### config.mk
export PLATFORM = sky130hd
export DESIGN_NAME = gcpc_ram
export DESIGN_NICKNAME = d
export VERILOG_FILES = /design/src/hdl/genotype_column_partition_cost_macros.svh /design/src/hdl/gcpc_ram.sv
export SDC_FILE = /design/constraint.sdc
export NUM_CORES = 1
export LEC_CHECK = 0
export ABC_AREA = 1
export ABC_CLOCK_PERIOD_IN_PS = 2400
export BUFFER_PORTS_ARGS = -buffer_cell sky130_fd_sc_hd__buf_2
export CORE_MARGIN = 10
export CORE_UTILIZATION = 45
export DETAILED_ROUTE_END_ITERATION = 10
export GPL_TIMING_DRIVEN = 0
export PLACE_DENSITY = 0.67
export SYNTH_ARGS = -nofsm -noshare
export SYNTH_HDL_FRONTEND = slang
export SYNTH_SLANG_ARGS = --single-unit
### constraint.sdc
create_clock -name i_clk -period 2.4 [get_ports i_clk]
set_input_delay 0.12 -clock i_clk [delete_from_list [all_inputs] [get_ports i_clk]]
set_output_delay 0.12 -clock i_clk [all_outputs]
set_load 0.005 [all_outputs]
### src/hdl/genotype_column_partition_cost_macros.svh
// ============================================================================
// Assertion macros for the genotype column cost engine
// Shared property forms used by the RTL checks.
// ============================================================================
`ifndef GENOTYPE_COLUMN_PARTITION_COST_MACROS_SVH
`define GENOTYPE_COLUMN_PARTITION_COST_MACROS_SVH

// The consequent must hold in the same cycle as the antecedent.
`define GCPC_ASSERT_SAME(lbl, ante, cons) \
    lbl: assert property (@(posedge i_clk) disable iff (!i_rst_n) (ante) |-> (cons)) \
        else $error("gcpc assertion failed");

// The consequent must hold in the cycle after the antecedent.
`define GCPC_ASSERT_NEXT(lbl, ante, cons) \
    lbl: assert property (@(posedge i_clk) disable iff (!i_rst_n) (ante) |=> (cons)) \
        else $error("gcpc assertion failed");

`endif

### src/hdl/gcpc_ram.sv
// ============================================================================
// gcpc_ram
// Generic single-write, single-read RAM with a registered read port.
// ============================================================================
module gcpc_ram #(
    parameter int WIDTH = 8,
    parameter int DEPTH = 16
) (
    input  logic                                 i_clk,
    input  logic                                 i_we,
    input  logic [(DEPTH > 1 ? $clog2(DEPTH) : 1)-1:0] i_waddr,
    input  logic [WIDTH-1:0]                     i_wdata,
    input  logic                                 i_re,
    input  logic [(DEPTH > 1 ? $clog2(DEPTH) : 1)-1:0] i_raddr,
    output logic [WIDTH-1:0]                     o_rdata
);

    logic [WIDTH-1:0] r_mem [DEPTH];
    logic [WIDTH-1:0] r_rdata;

    always_ff @(posedge i_clk) begin
        if (i_we) begin
            r_mem[i_waddr] <= i_wdata;
        end
        if (i_re) begin
            r_rdata <= r_mem[i_raddr];
        end
    end

    assign o_rdata = r_rdata;

endmodule

==> results.md <==
* Final #Nets at 612
* Data required, critical path at 2.43 ns
* GR peak layer: met2
* Hpwl dp at about 9000 µm
* Initial DRC Count at approximately 450
* Combinational Power Share at 6.2%
* GPL Wtd Cong at a little under 0.9
* Post-Syn Area per Cell at 10.6 µm²
* M1 GR Usage at about a fifth
* First drt pass iteration count at 5
* CP max FO at 8
* PwrDens at roughly 820 nW/µm²
* Switch share at 22.3%
* Clock Skews at 0.00783 ns
* Outcome: finished, final reports clean
* Inserted Clock Buffers at 17
* Rel. slew slack at a little under a third
* Synth Warn # at 0
* DRC Markers at 0
* Cell area after synthesis at just under 6000 µm²
* Critical Path Start: i_waddr[3]
* Cell Rows at roughly 40
* Register area at 4080 µm²
* Final setup violation count at 0
* # clock sinks at 136
* Vias in the first global route at approximately 4k
* GR Util All Layers at approximately 16%
* Worst vdd ir at between 300 and 400 µV
* Initial antenna violation count at 0
* Clock Power Share at between 40% and 50%
* Vias per cell at just over 5
* Hold WS at between 0.02 and 0.03 ns
* TritonCTS clock tree: built
* Final Critical Period at around 1.3 ns
* Core area at between 10000 and 15000 µm²
* Area grow syn2layout at 15.3%
* Share of post-route cells with drive strength above 1 at 12.7%
* Synth top area share at around 70%
* Buffers on Ports at 23
* Pleak at slightly below 3 nW
* Die footprint at 18000 µm²
* Worst setup margin at approximately 1.1 ns
* Fill cell count at 1078
* # hold bufs at CTS at 0
* RSZ-0062 raised after global routing: no
* Setup_tns at 0 ns
* Util after Layout at between 50% and 60%
* # diodes at 0
* Hold Crit Start: i_re
* Setup Buffers After CTS at 0
* Die Y at approximately 130 µm
* Hold Violations, Final at 0
* Latest clock arrival within the worst-skew pair at 0.42 ns
* WL per Instance at between 15 and 20 µm
* NetSw at approximately 1.2 mW
* CTS Buffer Depth at 2
* Seq/Total Area, Yosys at 69.8%
* Hold Crit Depth at 1
* Vias at slightly below 4k
* Die X at 134 µm
* Clk root buf: clkbuf_16
* Htree depth at 4
* Worst Setup End Kind: register
* Synth top area cells: edfxtp_1 (70%), nand2_1 (11%), nand3_1 (8.3%)
* Max Cap Violations at 0
* DP Area at about 6200 µm²
* Area used by multi-input combinational logic at 1210 µm²
* Syn_nets at 570
* Initial Utilization at 46.1%
* Total Routed Length at ~14000 µm
* Final ANT Viol Nets at 0
* # IOs at 27
* Internal power at between 4 and 5 mW
* Flop pwr share at 48.8%
* Max Freq at between 700 and 800 MHz
* Synthesized flop and latch total at between 100 and 150
* Setup CP Type: in2reg
* Yosys top cell by area: edfxtp_1
* M3 GR Usage at ~4%
* Slew Viols, Final at 0
* Place WS at roughly 0.69 ns
* R2R cell count at 6
* Clock transition at path regs at roughly 0.06 ns
* Worst slew pin tran at roughly 1.0 ns
* Grt total ovfl at 0
* Largest net degree at the start of global routing at 17
* Syn Inst Count at 551
* Design Area, Final at about 6700 µm²
* Netlist cell types at 11
* R2r startpoint: r_mem[5][1]$_DFFE_PP_
* Hold Crit Class: in2reg
* Crit path DAT at 1.32 ns
* PostCTS Resize Cnt at 0
* Tcrit/Tclk final at 53.6%
* GR Util met2 at between 20 and 30%
* First-pass GRT wire length at 21800 µm
* Startpoint Class: input port
==> layout make-up <==
cell class	instances	area share, %
flip-flops and latches	136	60.6
multi-input cells	289	18.0
clock buffers	17	6.31
inverters	102	5.68
well taps	172	3.19
plain buffers	24	2.47
clock inverters	15	2.02
repair buffers	23	1.71
==> flip-flops by register name (all words and copies together) (netlist names) <==
register and count:
r_mem 128, o_rdata 8
==> final timing paths <==
kind / to / slack [ns]
worst max-delay path: r_mem[6][2]$_DFFE_PP_ / 1.11
worst min-delay path: o_rdata[6]$_DFFE_PP_ / 0.03
worst max register to register: o_rdata[1]$_DFFE_PP_ / 1.24
worst min register to register: o_rdata[5]$_DFFE_PP_ / 0.79
==> cell usage after synthesis <==
| cell type | number |
|---|---|
| edfxtp_1 | 136 |
| buf_2 | 13 |
| nand3b_1 | 2 |
| buf_1 | 1 |
| buf_6 | 6 |
| inv_2 | 2 |
| buf_4 | 4 |
| nand3_1 | 97 |
| inv_1 | 100 |
| nand2_1 | 173 |
| nor2_1 | 17 |
==> cell usage in the layout, fill, tap and decap left out <==
cell type	instances
buf_2	36
nor2_1	17
clkinv_4	2
buf_4	4
inv_1	100
bufinv_16	2
nand2_1	173
buf_6	6
buf_1	1
clkinv_2	5
clkbuf_16	17
edfxtp_1	136
clkinvlp_4	3
inv_2	2
nand3_1	97
nand3b_1	2
clkinv_1	3
==> per-stage QoR <==
step | instances | power [mW]
6_report | 778 | 5.51
5_1_grt | 778 | 5.67
4_1_cts | 778 | 5.52
3_5_place_dp | 746 | 3.07
3_3_place_gp | 746 | 3.06
2_1_floorplan | 551 | 2.93
==> critical path, cell delays in order <==
cell and delay, ns:
buf_2 0.12, nand3b_1 0.25, nor2_1 0.83
==> power by group through the flow <==
stage	logic [mW]	clock network (mW)	registers, mW
CTS	0.339	2.49	2.69
global placement	0.329	0	2.74
global route	0.375	2.60	2.69
finish	0.342	2.48	2.69
floorplan	0.188	0	2.74
detailed placement	0.336	0	2.74
==> per-layer routing <==
| layer | vias to the layer above | part of all wire, % |
|---|---|---|
| met5 | - | 0 |
| met4 | 0 | 2.2 |
| met3 | 26 | 8.0 |
| met2 | 184 | 47 |
| met1 | 1888 | 43 |
| li1 | 1865 | - |
==> cells by family after synthesis <==
group | count (synthesis) | share of synthesized area (%)
AND/OR/NAND/NOR | 289 | 20.8
buffers and inverters | 126 | 9.39
flip-flops | 136 | 69.8
Note: power is estimated with default switching activity, not from simulation.
