$ cat src/hdl/genotype_column_partition_cost_macros.svh
// ============================================================================
// Assertion macros for the genotype column cost engine
// Shared property forms used by the RTL checks.
// ============================================================================
`ifndef GENOTYPE_COLUMN_PARTITION_COST_MACROS_SVH
`define GENOTYPE_COLUMN_PARTITION_COST_MACROS_SVH

// The consequent must hold in the same cycle as the antecedent.
`define GCPC_ASSERT_SAME(lbl, ante, cons) \
    lbl: assert property (@(posedge i_clk) disable iff (!i_rst_n) (ante) |-> (cons)) \
        else $error("gcpc assertion failed");

// The consequent must hold in the cycle after the antecedent.
`define GCPC_ASSERT_NEXT(lbl, ante, cons) \
    lbl: assert property (@(posedge i_clk) disable iff (!i_rst_n) (ante) |=> (cons)) \
        else $error("gcpc assertion failed");

`endif

$ cat src/hdl/gcpc_pkg.sv
// ============================================================================
// gcpc_pkg
// Types, constants and cost functions of the genotype column cost engine.
// ============================================================================
package gcpc_pkg;

    localparam int MAX_ENTRIES     = 64;
    localparam int MAX_PARTITIONS  = 16;
    localparam int MAX_INDIVIDUALS = 16;
    localparam int MAX_PLOIDY      = 8;

    localparam logic [31:0] COST_MAX = 32'hFFFF_FFFF;

    typedef enum logic [2:0] {
        OP_LOAD_ENTRY = 3'd0,
        OP_LOAD_MAP   = 3'd1,
        OP_SET_PART   = 3'd2,
        OP_FLIP       = 3'd3,
        OP_GET_COST   = 3'd4
    } t_op;

    localparam logic [1:0] CFG_PLOIDY     = 2'd0;
    localparam logic [1:0] CFG_PART_COUNT = 2'd1;
    localparam logic [1:0] CFG_COL_LENGTH = 2'd2;

    localparam logic [1:0] KIND_REF = 2'd1;
    localparam logic [1:0] KIND_ALT = 2'd2;

    typedef struct packed {
        logic [1:0]  kind;
        logic [15:0] qual;
        logic [3:0]  indiv;
        logic [2:0]  digit;
    } t_entry;

    typedef enum logic [3:0] {
        S_IDLE,
        S_SETNEXT,
        S_DIV,
        S_EDAT,
        S_MAP,
        S_MAPW,
        S_ACC,
        S_PASS,
        S_QRD,
        S_QOUT
    } t_state;

    // Match cost in 16-bit fixed point with 8 fraction bits: round(256 * -10*log10(1 - 10^(-q/10))).
    function automatic logic [15:0] match_cost(input logic [15:0] q);
        logic [15:0] c;
        c = 16'd0;
        if (q < 16'd34) begin
            unique case (q[5:0])
                6'd0:  c = 16'd10240;
                6'd1:  c = 16'd1758;
                6'd2:  c = 16'd1108;
                6'd3:  c = 16'd773;
                6'd4:  c = 16'd564;
                6'd5:  c = 16'd423;
                6'd6:  c = 16'd322;
                6'd7:  c = 16'd247;
                6'd8:  c = 16'd192;
                6'd9:  c = 16'd150;
                6'd10: c = 16'd117;
                6'd11: c = 16'd92;
                6'd12: c = 16'd72;
                6'd13: c = 16'd57;
                6'd14: c = 16'd45;
                6'd15: c = 16'd36;
                6'd16: c = 16'd28;
                6'd17: c = 16'd22;
                6'd18: c = 16'd18;
                6'd19: c = 16'd14;
                6'd20: c = 16'd11;
                6'd21: c = 16'd9;
                6'd22: c = 16'd7;
                6'd23: c = 16'd6;
                6'd24: c = 16'd4;
                6'd25: c = 16'd4;
                6'd26: c = 16'd3;
                6'd27: c = 16'd2;
                6'd28: c = 16'd2;
                6'd29: c = 16'd1;
                6'd30: c = 16'd1;
                6'd31: c = 16'd1;
                6'd32: c = 16'd1;
                6'd33: c = 16'd1;
                default: c = 16'd0;
            endcase
        end
        return c;
    endfunction

    // floor(2^32 / p) for divisors 2 to 8.
    function automatic logic [31:0] recip(input logic [3:0] p);
        logic [31:0] m;
        unique case (p)
            4'd2:    m = 32'h8000_0000;
            4'd3:    m = 32'h5555_5555;
            4'd4:    m = 32'h4000_0000;
            4'd5:    m = 32'h3333_3333;
            4'd6:    m = 32'h2AAA_AAAA;
            4'd7:    m = 32'h2492_4924;
            4'd8:    m = 32'h2000_0000;
            default: m = 32'h0000_0000;
        endcase
        return m;
    endfunction

    function automatic logic [31:0] sat_add(input logic [31:0] a, input logic [31:0] b);
        logic [32:0] s;
        s = {1'b0, a} + {1'b0, b};
        return s[32] ? COST_MAX : s[31:0];
    endfunction

    function automatic logic [31:0] sat_sub(input logic [31:0] a, input logic [31:0] b);
        return (a > b) ? (a - b) : 32'd0;
    endfunction

endpackage

$ cat src/hdl/gcpc_divp.sv
// ============================================================================
// gcpc_divp
// Splits off one base-p digit: quotient and remainder of a 32-bit word by a
// divisor of 1 to 8, by reciprocal multiplication and one correction step.
// ============================================================================
module gcpc_divp (
    input  logic        i_clk,
    input  logic        i_rst_n,
    input  logic        i_start,
    input  logic [31:0] i_word,
    input  logic [3:0]  i_pl,
    output logic        o_done,
    output logic [31:0] o_quot,
    output logic [2:0]  o_rem
);

    logic [31:0] r_w;
    logic [3:0]  r_p;
    logic [31:0] r_m;
    logic [63:0] r_prod;
    logic        r_s1;
    logic        r_s2;
    logic        r_done;
    logic [31:0] r_quot;
    logic [2:0]  r_rem;

    logic [31:0] q_est;
    logic [31:0] qp;
    logic [31:0] rem_est;
    logic [31:0] n_quot;
    logic [31:0] n_rem;

    // The estimate is never above the true quotient and at most one below it.
    always_comb begin
        q_est   = r_prod[63:32];
        qp      = q_est * {28'd0, r_p};
        rem_est = r_w - qp;
        if (r_p == 4'd1) begin
            n_quot = r_w;
            n_rem  = 32'd0;
        end else if (rem_est >= {28'd0, r_p}) begin
            n_quot = q_est + 32'd1;
            n_rem  = rem_est - {28'd0, r_p};
        end else begin
            n_quot = q_est;
            n_rem  = rem_est;
        end
    end

    always_ff @(posedge i_clk) begin
        if (!i_rst_n) begin
            r_s1   <= 1'b0;
            r_s2   <= 1'b0;
            r_done <= 1'b0;
        end else begin
            r_s1   <= i_start;
            r_s2   <= r_s1;
            r_done <= r_s2;
        end
        if (i_start) begin
            r_w <= i_word;
            r_p <= i_pl;
            r_m <= gcpc_pkg::recip(i_pl);
        end
        if (r_s1) begin
            r_prod <= {32'd0, r_w} * {32'd0, r_m};
        end
        if (r_s2) begin
            r_quot <= n_quot;
            r_rem  <= n_rem[2:0];
        end
    end

    assign o_done = r_done;
    assign o_quot = r_quot;
    assign o_rem  = r_rem;

endmodule

$ cat config.mk
export PLATFORM = sky130hd
export DESIGN_NAME = gcpc_divp
export DESIGN_NICKNAME = d
export VERILOG_FILES = /design/src/hdl/genotype_column_partition_cost_macros.svh /design/src/hdl/gcpc_pkg.sv /design/src/hdl/gcpc_divp.sv
export SDC_FILE = /design/constraint.sdc
export NUM_CORES = 2
export LEC_CHECK = 0
export BUFFER_PORTS_ARGS = -buffer_cell sky130_fd_sc_hd__buf_4
export CAP_MARGIN = 20
export CORE_MARGIN = 2
export CORE_UTILIZATION = 40
export CTS_CLUSTER_DIAMETER = 80
export DETAILED_ROUTE_END_ITERATION = 6
export PLACE_DENSITY = 0.62
export SLEW_MARGIN = 40
export SYNTH_ARGS = -nofsm -noshare
export SYNTH_HDL_FRONTEND = slang
export SYNTH_SLANG_ARGS = --single-unit
$ cat constraint.sdc
create_clock -name i_clk -period 11.7 [get_ports i_clk]
set_input_delay 1.755 -clock i_clk [delete_from_list [all_inputs] [get_ports i_clk]]
set_output_delay 1.755 -clock i_clk [all_outputs]
set_load 0.01 [all_outputs]
==> qor_table.md <==
| Item | Value |
|:---|:---|
| Run status | finished clean |
| Slew Limit Fails | 0 |
| Mapped Avg Cell Area | 9.79 sq um |
| Sequential share of the synthesized area | 9.93% |
| Clock latency of the later-clocked register in the worst-skew pair | 440 ps |
| Synth Area in Simple Gates | 11.5% |
| Nets | 4763 |
| Length in cells of the worst reg-to-reg path | 26 |
| Pin slew with the least headroom to its limit | 918 ps |
| Layout overhead on the synthesized area | 7.19% |
| Critical path class | reg -> reg |
| Achievable frequency | 0.107 GHz |
| Crit-path max FO | 15 |
| First-pass iteration count of the detailed router | 6 |
| Total die area | 0.0901 sq mm |
| Final number of hold-violating endpoints | 0 |
| Share of flip-flops with an asynchronous set or reset | 0% |
| Critical path endpoint category | flip-flop |
| Placer Congestion | 0.999 |
| Clock Path Buffers | 2 |
| Share of synthesized area spent on multiplexers | 0.114% |
| Predominant post-synthesis flop cell | sky130_fd_sc_hd__edfxtp_1 |
| Cell Rows | 108 |
| Total Neg Setup Slack | 0 ps |
| Maximum number of pins on one net before global-route repair | 54 |
| Final setup margin | 2340 ps |
| Placeable core area | 0.0869 sq mm |
| Count of cell types in the netlist | 78 |
| Clock sinks | 117 |
| H-tree levels | 4 |
| Required arrival time at the worst endpoint | 11890 ps |
| First-iteration detailed-routing DRC count | 2129 |
| Die Span Y | 300 um |
| Final worst path period need | 9360 ps |
| Fraction of final layout cells sized beyond drive strength 1 | 5.31% |
| CTS tree | done |
| Hold depth | 1 |
| Clock Pin Slew Worst Setup and Hold Paths | 60 ps |
| Global-route wire length before repair | 167000 um |
| DRC violation count after routing | 0 |
| Synthesized flop and latch total | 117 |
| Final count of negative-setup-slack endpoints | 0 |
| EDFF count, synth | 114 |
| Overall global routing resource usage | 25.0% |
| Initial standard-cell utilization of the core | 40.4% |
| Area fraction of the dominant cell type after synthesis | 44.4% |
| Leading cell type in the layout, fill and taps excluded | sky130_fd_sc_hd__inv_1 |
| Origin of the critical flop-to-flop path | r_w[14] |
| Root Driver | sky130_fd_sc_hd__clkbuf_16 |
| Cts hold-fix bufs | 0 |
| Remaining global-route overflow | 0 |
| Gates resized, CTS repair | 0 |
| Launching element type of the critical path | flip-flop |
| Average routed wire per standard cell | 22.8 um |
| Worst clock skew | 11.3 ps |
| Syn Nets | 4744 |
| Number of buffers added for setup after CTS | 0 |
| Routed vias | 25000 |
| Number of CTS-inserted buffers | 17 |
| Crit path from | r_w[14] |
| Synthesized netlist cell count | 3581 |
| Boundary Pins | 75 |
| Number of global-route vias before repair | 26700 |
| Max-cap violation count | 0 |
| Dominant combinational cell family by area after synthesis | adder cells |
| Estimated wirelength of the detail-placed design | 94500 um |
| Worst hold path type | reg -> reg |
| Min-Delay Startpoint | r_s1 |
| Leading cell types in the layout, fill and taps excluded | sky130_fd_sc_hd__inv_1, sky130_fd_sc_hd__fa_1, sky130_fd_sc_hd__ha_1 |
| Xor and xnor area share after synthesis | 3.46% |
| Main area contributors after synthesis | sky130_fd_sc_hd__fa_1, sky130_fd_sc_hd__ha_1, sky130_fd_sc_hd__inv_1 |
| Count of buffers inserted at the top-level ports | 74 |
| Post-route fraction of the period consumed by the critical path | 80.0% |
| Share of the synthesized area in compound gates (AO/OA/AOI/OAI) | 7.11% |
| Slew HR | 38.8% |
| Setup repair after global routing missed its margin | false |
| Summed instance area of the synthesized netlist | 0.0351 sq mm |
| Routed wire length | 109000 um |
| Post-synthesis share of cell area spent on full adders, half adders and majority gates | 56.8% |
| Die X | 300 um |
| Cell type contributing the most total cell area after synthesis | sky130_fd_sc_hd__fa_1 |
| Post-detailed-route count of antenna-violating nets | 0 |
| Initial antenna violation count | 0 |
| Yosys synthesis warning count | 0 |
| Placement-stage worst setup slack | 2520 ps |
| Via density | 5.25 |
| Data arrival time at the worst-slack endpoint | 9540 ps |
## critical path, stage by stage (launching register included)
cell and delay (ps):
sky130_fd_sc_hd__edfxtp_1 920, sky130_fd_sc_hd__nand2_1 460, sky130_fd_sc_hd__xnor2_1 250, sky130_fd_sc_hd__ha_1 210, sky130_fd_sc_hd__a31o_2 250, sky130_fd_sc_hd__inv_1 130, sky130_fd_sc_hd__fa_1 450, sky130_fd_sc_hd__fa_1 430
sky130_fd_sc_hd__fa_1 550, sky130_fd_sc_hd__inv_1 60, sky130_fd_sc_hd__fa_1 600, sky130_fd_sc_hd__fa_1 450, sky130_fd_sc_hd__fa_1 490, sky130_fd_sc_hd__inv_1 50, sky130_fd_sc_hd__fa_1 470, sky130_fd_sc_hd__inv_1 40
sky130_fd_sc_hd__ha_1 370, sky130_fd_sc_hd__nand3_1 170, sky130_fd_sc_hd__nor4_1 420, sky130_fd_sc_hd__o2111ai_1 180, sky130_fd_sc_hd__a31oi_1 700, sky130_fd_sc_hd__o31ai_1 300, sky130_fd_sc_hd__o21ai_0 440, sky130_fd_sc_hd__a21boi_0 220
sky130_fd_sc_hd__o21bai_1 220, sky130_fd_sc_hd__a21oi_1 110, sky130_fd_sc_hd__xnor2_1 130
## per-stage QoR
stage	instance area, sq um	hold WS [ps]	std cells	util [%]
after CTS	37600	465	4766	43.2
after global routing	37600	507	4768	43.3
after global placement	36900	444	4732	42.5
final	37600	464	4769	43.3
after detailed placement	37000	450	4734	42.5
after floorplan	35100	591	3581	-
## final timing paths
check / endpoint / slack (ps)
setup reg to reg: r_prod[49] / 2340
hold / removal: r_s2 / 460
setup / recovery: r_prod[49] / 2340
hold reg to reg: r_s2 / 460
## cells by family after synthesis
group,Yosys count
fa+ha+maj,1124
buf+inv,1037
simple gates,795
compound gates,367
xor+xnor,137
flops,117
mux,4
## synthesized netlist by cell type (16+ instances only)
cell type,n
sky130_fd_sc_hd__clkbuf_1,107
sky130_fd_sc_hd__nand2_1,291
sky130_fd_sc_hd__and2_1,279
sky130_fd_sc_hd__nand4_1,18
sky130_fd_sc_hd__a211oi_1,22
sky130_fd_sc_hd__o21ai_0,55
sky130_fd_sc_hd__fa_1,778
sky130_fd_sc_hd__a21oi_1,93
sky130_fd_sc_hd__inv_1,920
sky130_fd_sc_hd__ha_1,346
sky130_fd_sc_hd__nor3_1,18
sky130_fd_sc_hd__a31oi_1,30
sky130_fd_sc_hd__xnor2_1,91
sky130_fd_sc_hd__xor2_1,45
sky130_fd_sc_hd__nor2_1,79
sky130_fd_sc_hd__o21bai_1,17
sky130_fd_sc_hd__a31o_2,22
sky130_fd_sc_hd__and3_1,16
sky130_fd_sc_hd__a21o_1,34
sky130_fd_sc_hd__edfxtp_1,114
sky130_fd_sc_hd__nand3_1,30
## flip-flops by register name, indices dropped and copies added, names as in the netlist
register / count
r_s2: 1
r_s1: 1
r_p: 4
o_done: 1
r_w: 32
r_m: 11
o_rem: 3
r_prod: 32
o_quot: 32
## layout make-up
class | count | area (sq um)
diodes | 1 | 2.50
multi-input cells | 2427 | 27700
clock inverters | 14 | 175
well taps | 1155 | 1450
flip-flops and latches | 117 | 3490
inverters | 920 | 3450
fillers | 8418 | 49300
repair buffers | 117 | 906
clock buffers | 18 | 429
## layer usage
metal  wire, um  share of wire (%)  vias to the layer above  GRT usage (%)
li1           -                  -                    11000              -
met1      46600                 43                    12900           34.3
met2      50600                 47                      914           40.1
met3       6630                6.1                      189           3.30
met4       5050                4.6                        0           10.1
met5          0                  0                        -              0
Power is not shown: default switching activity piles up to over one toggle a cycle in this logic, so the estimate is an artifact.
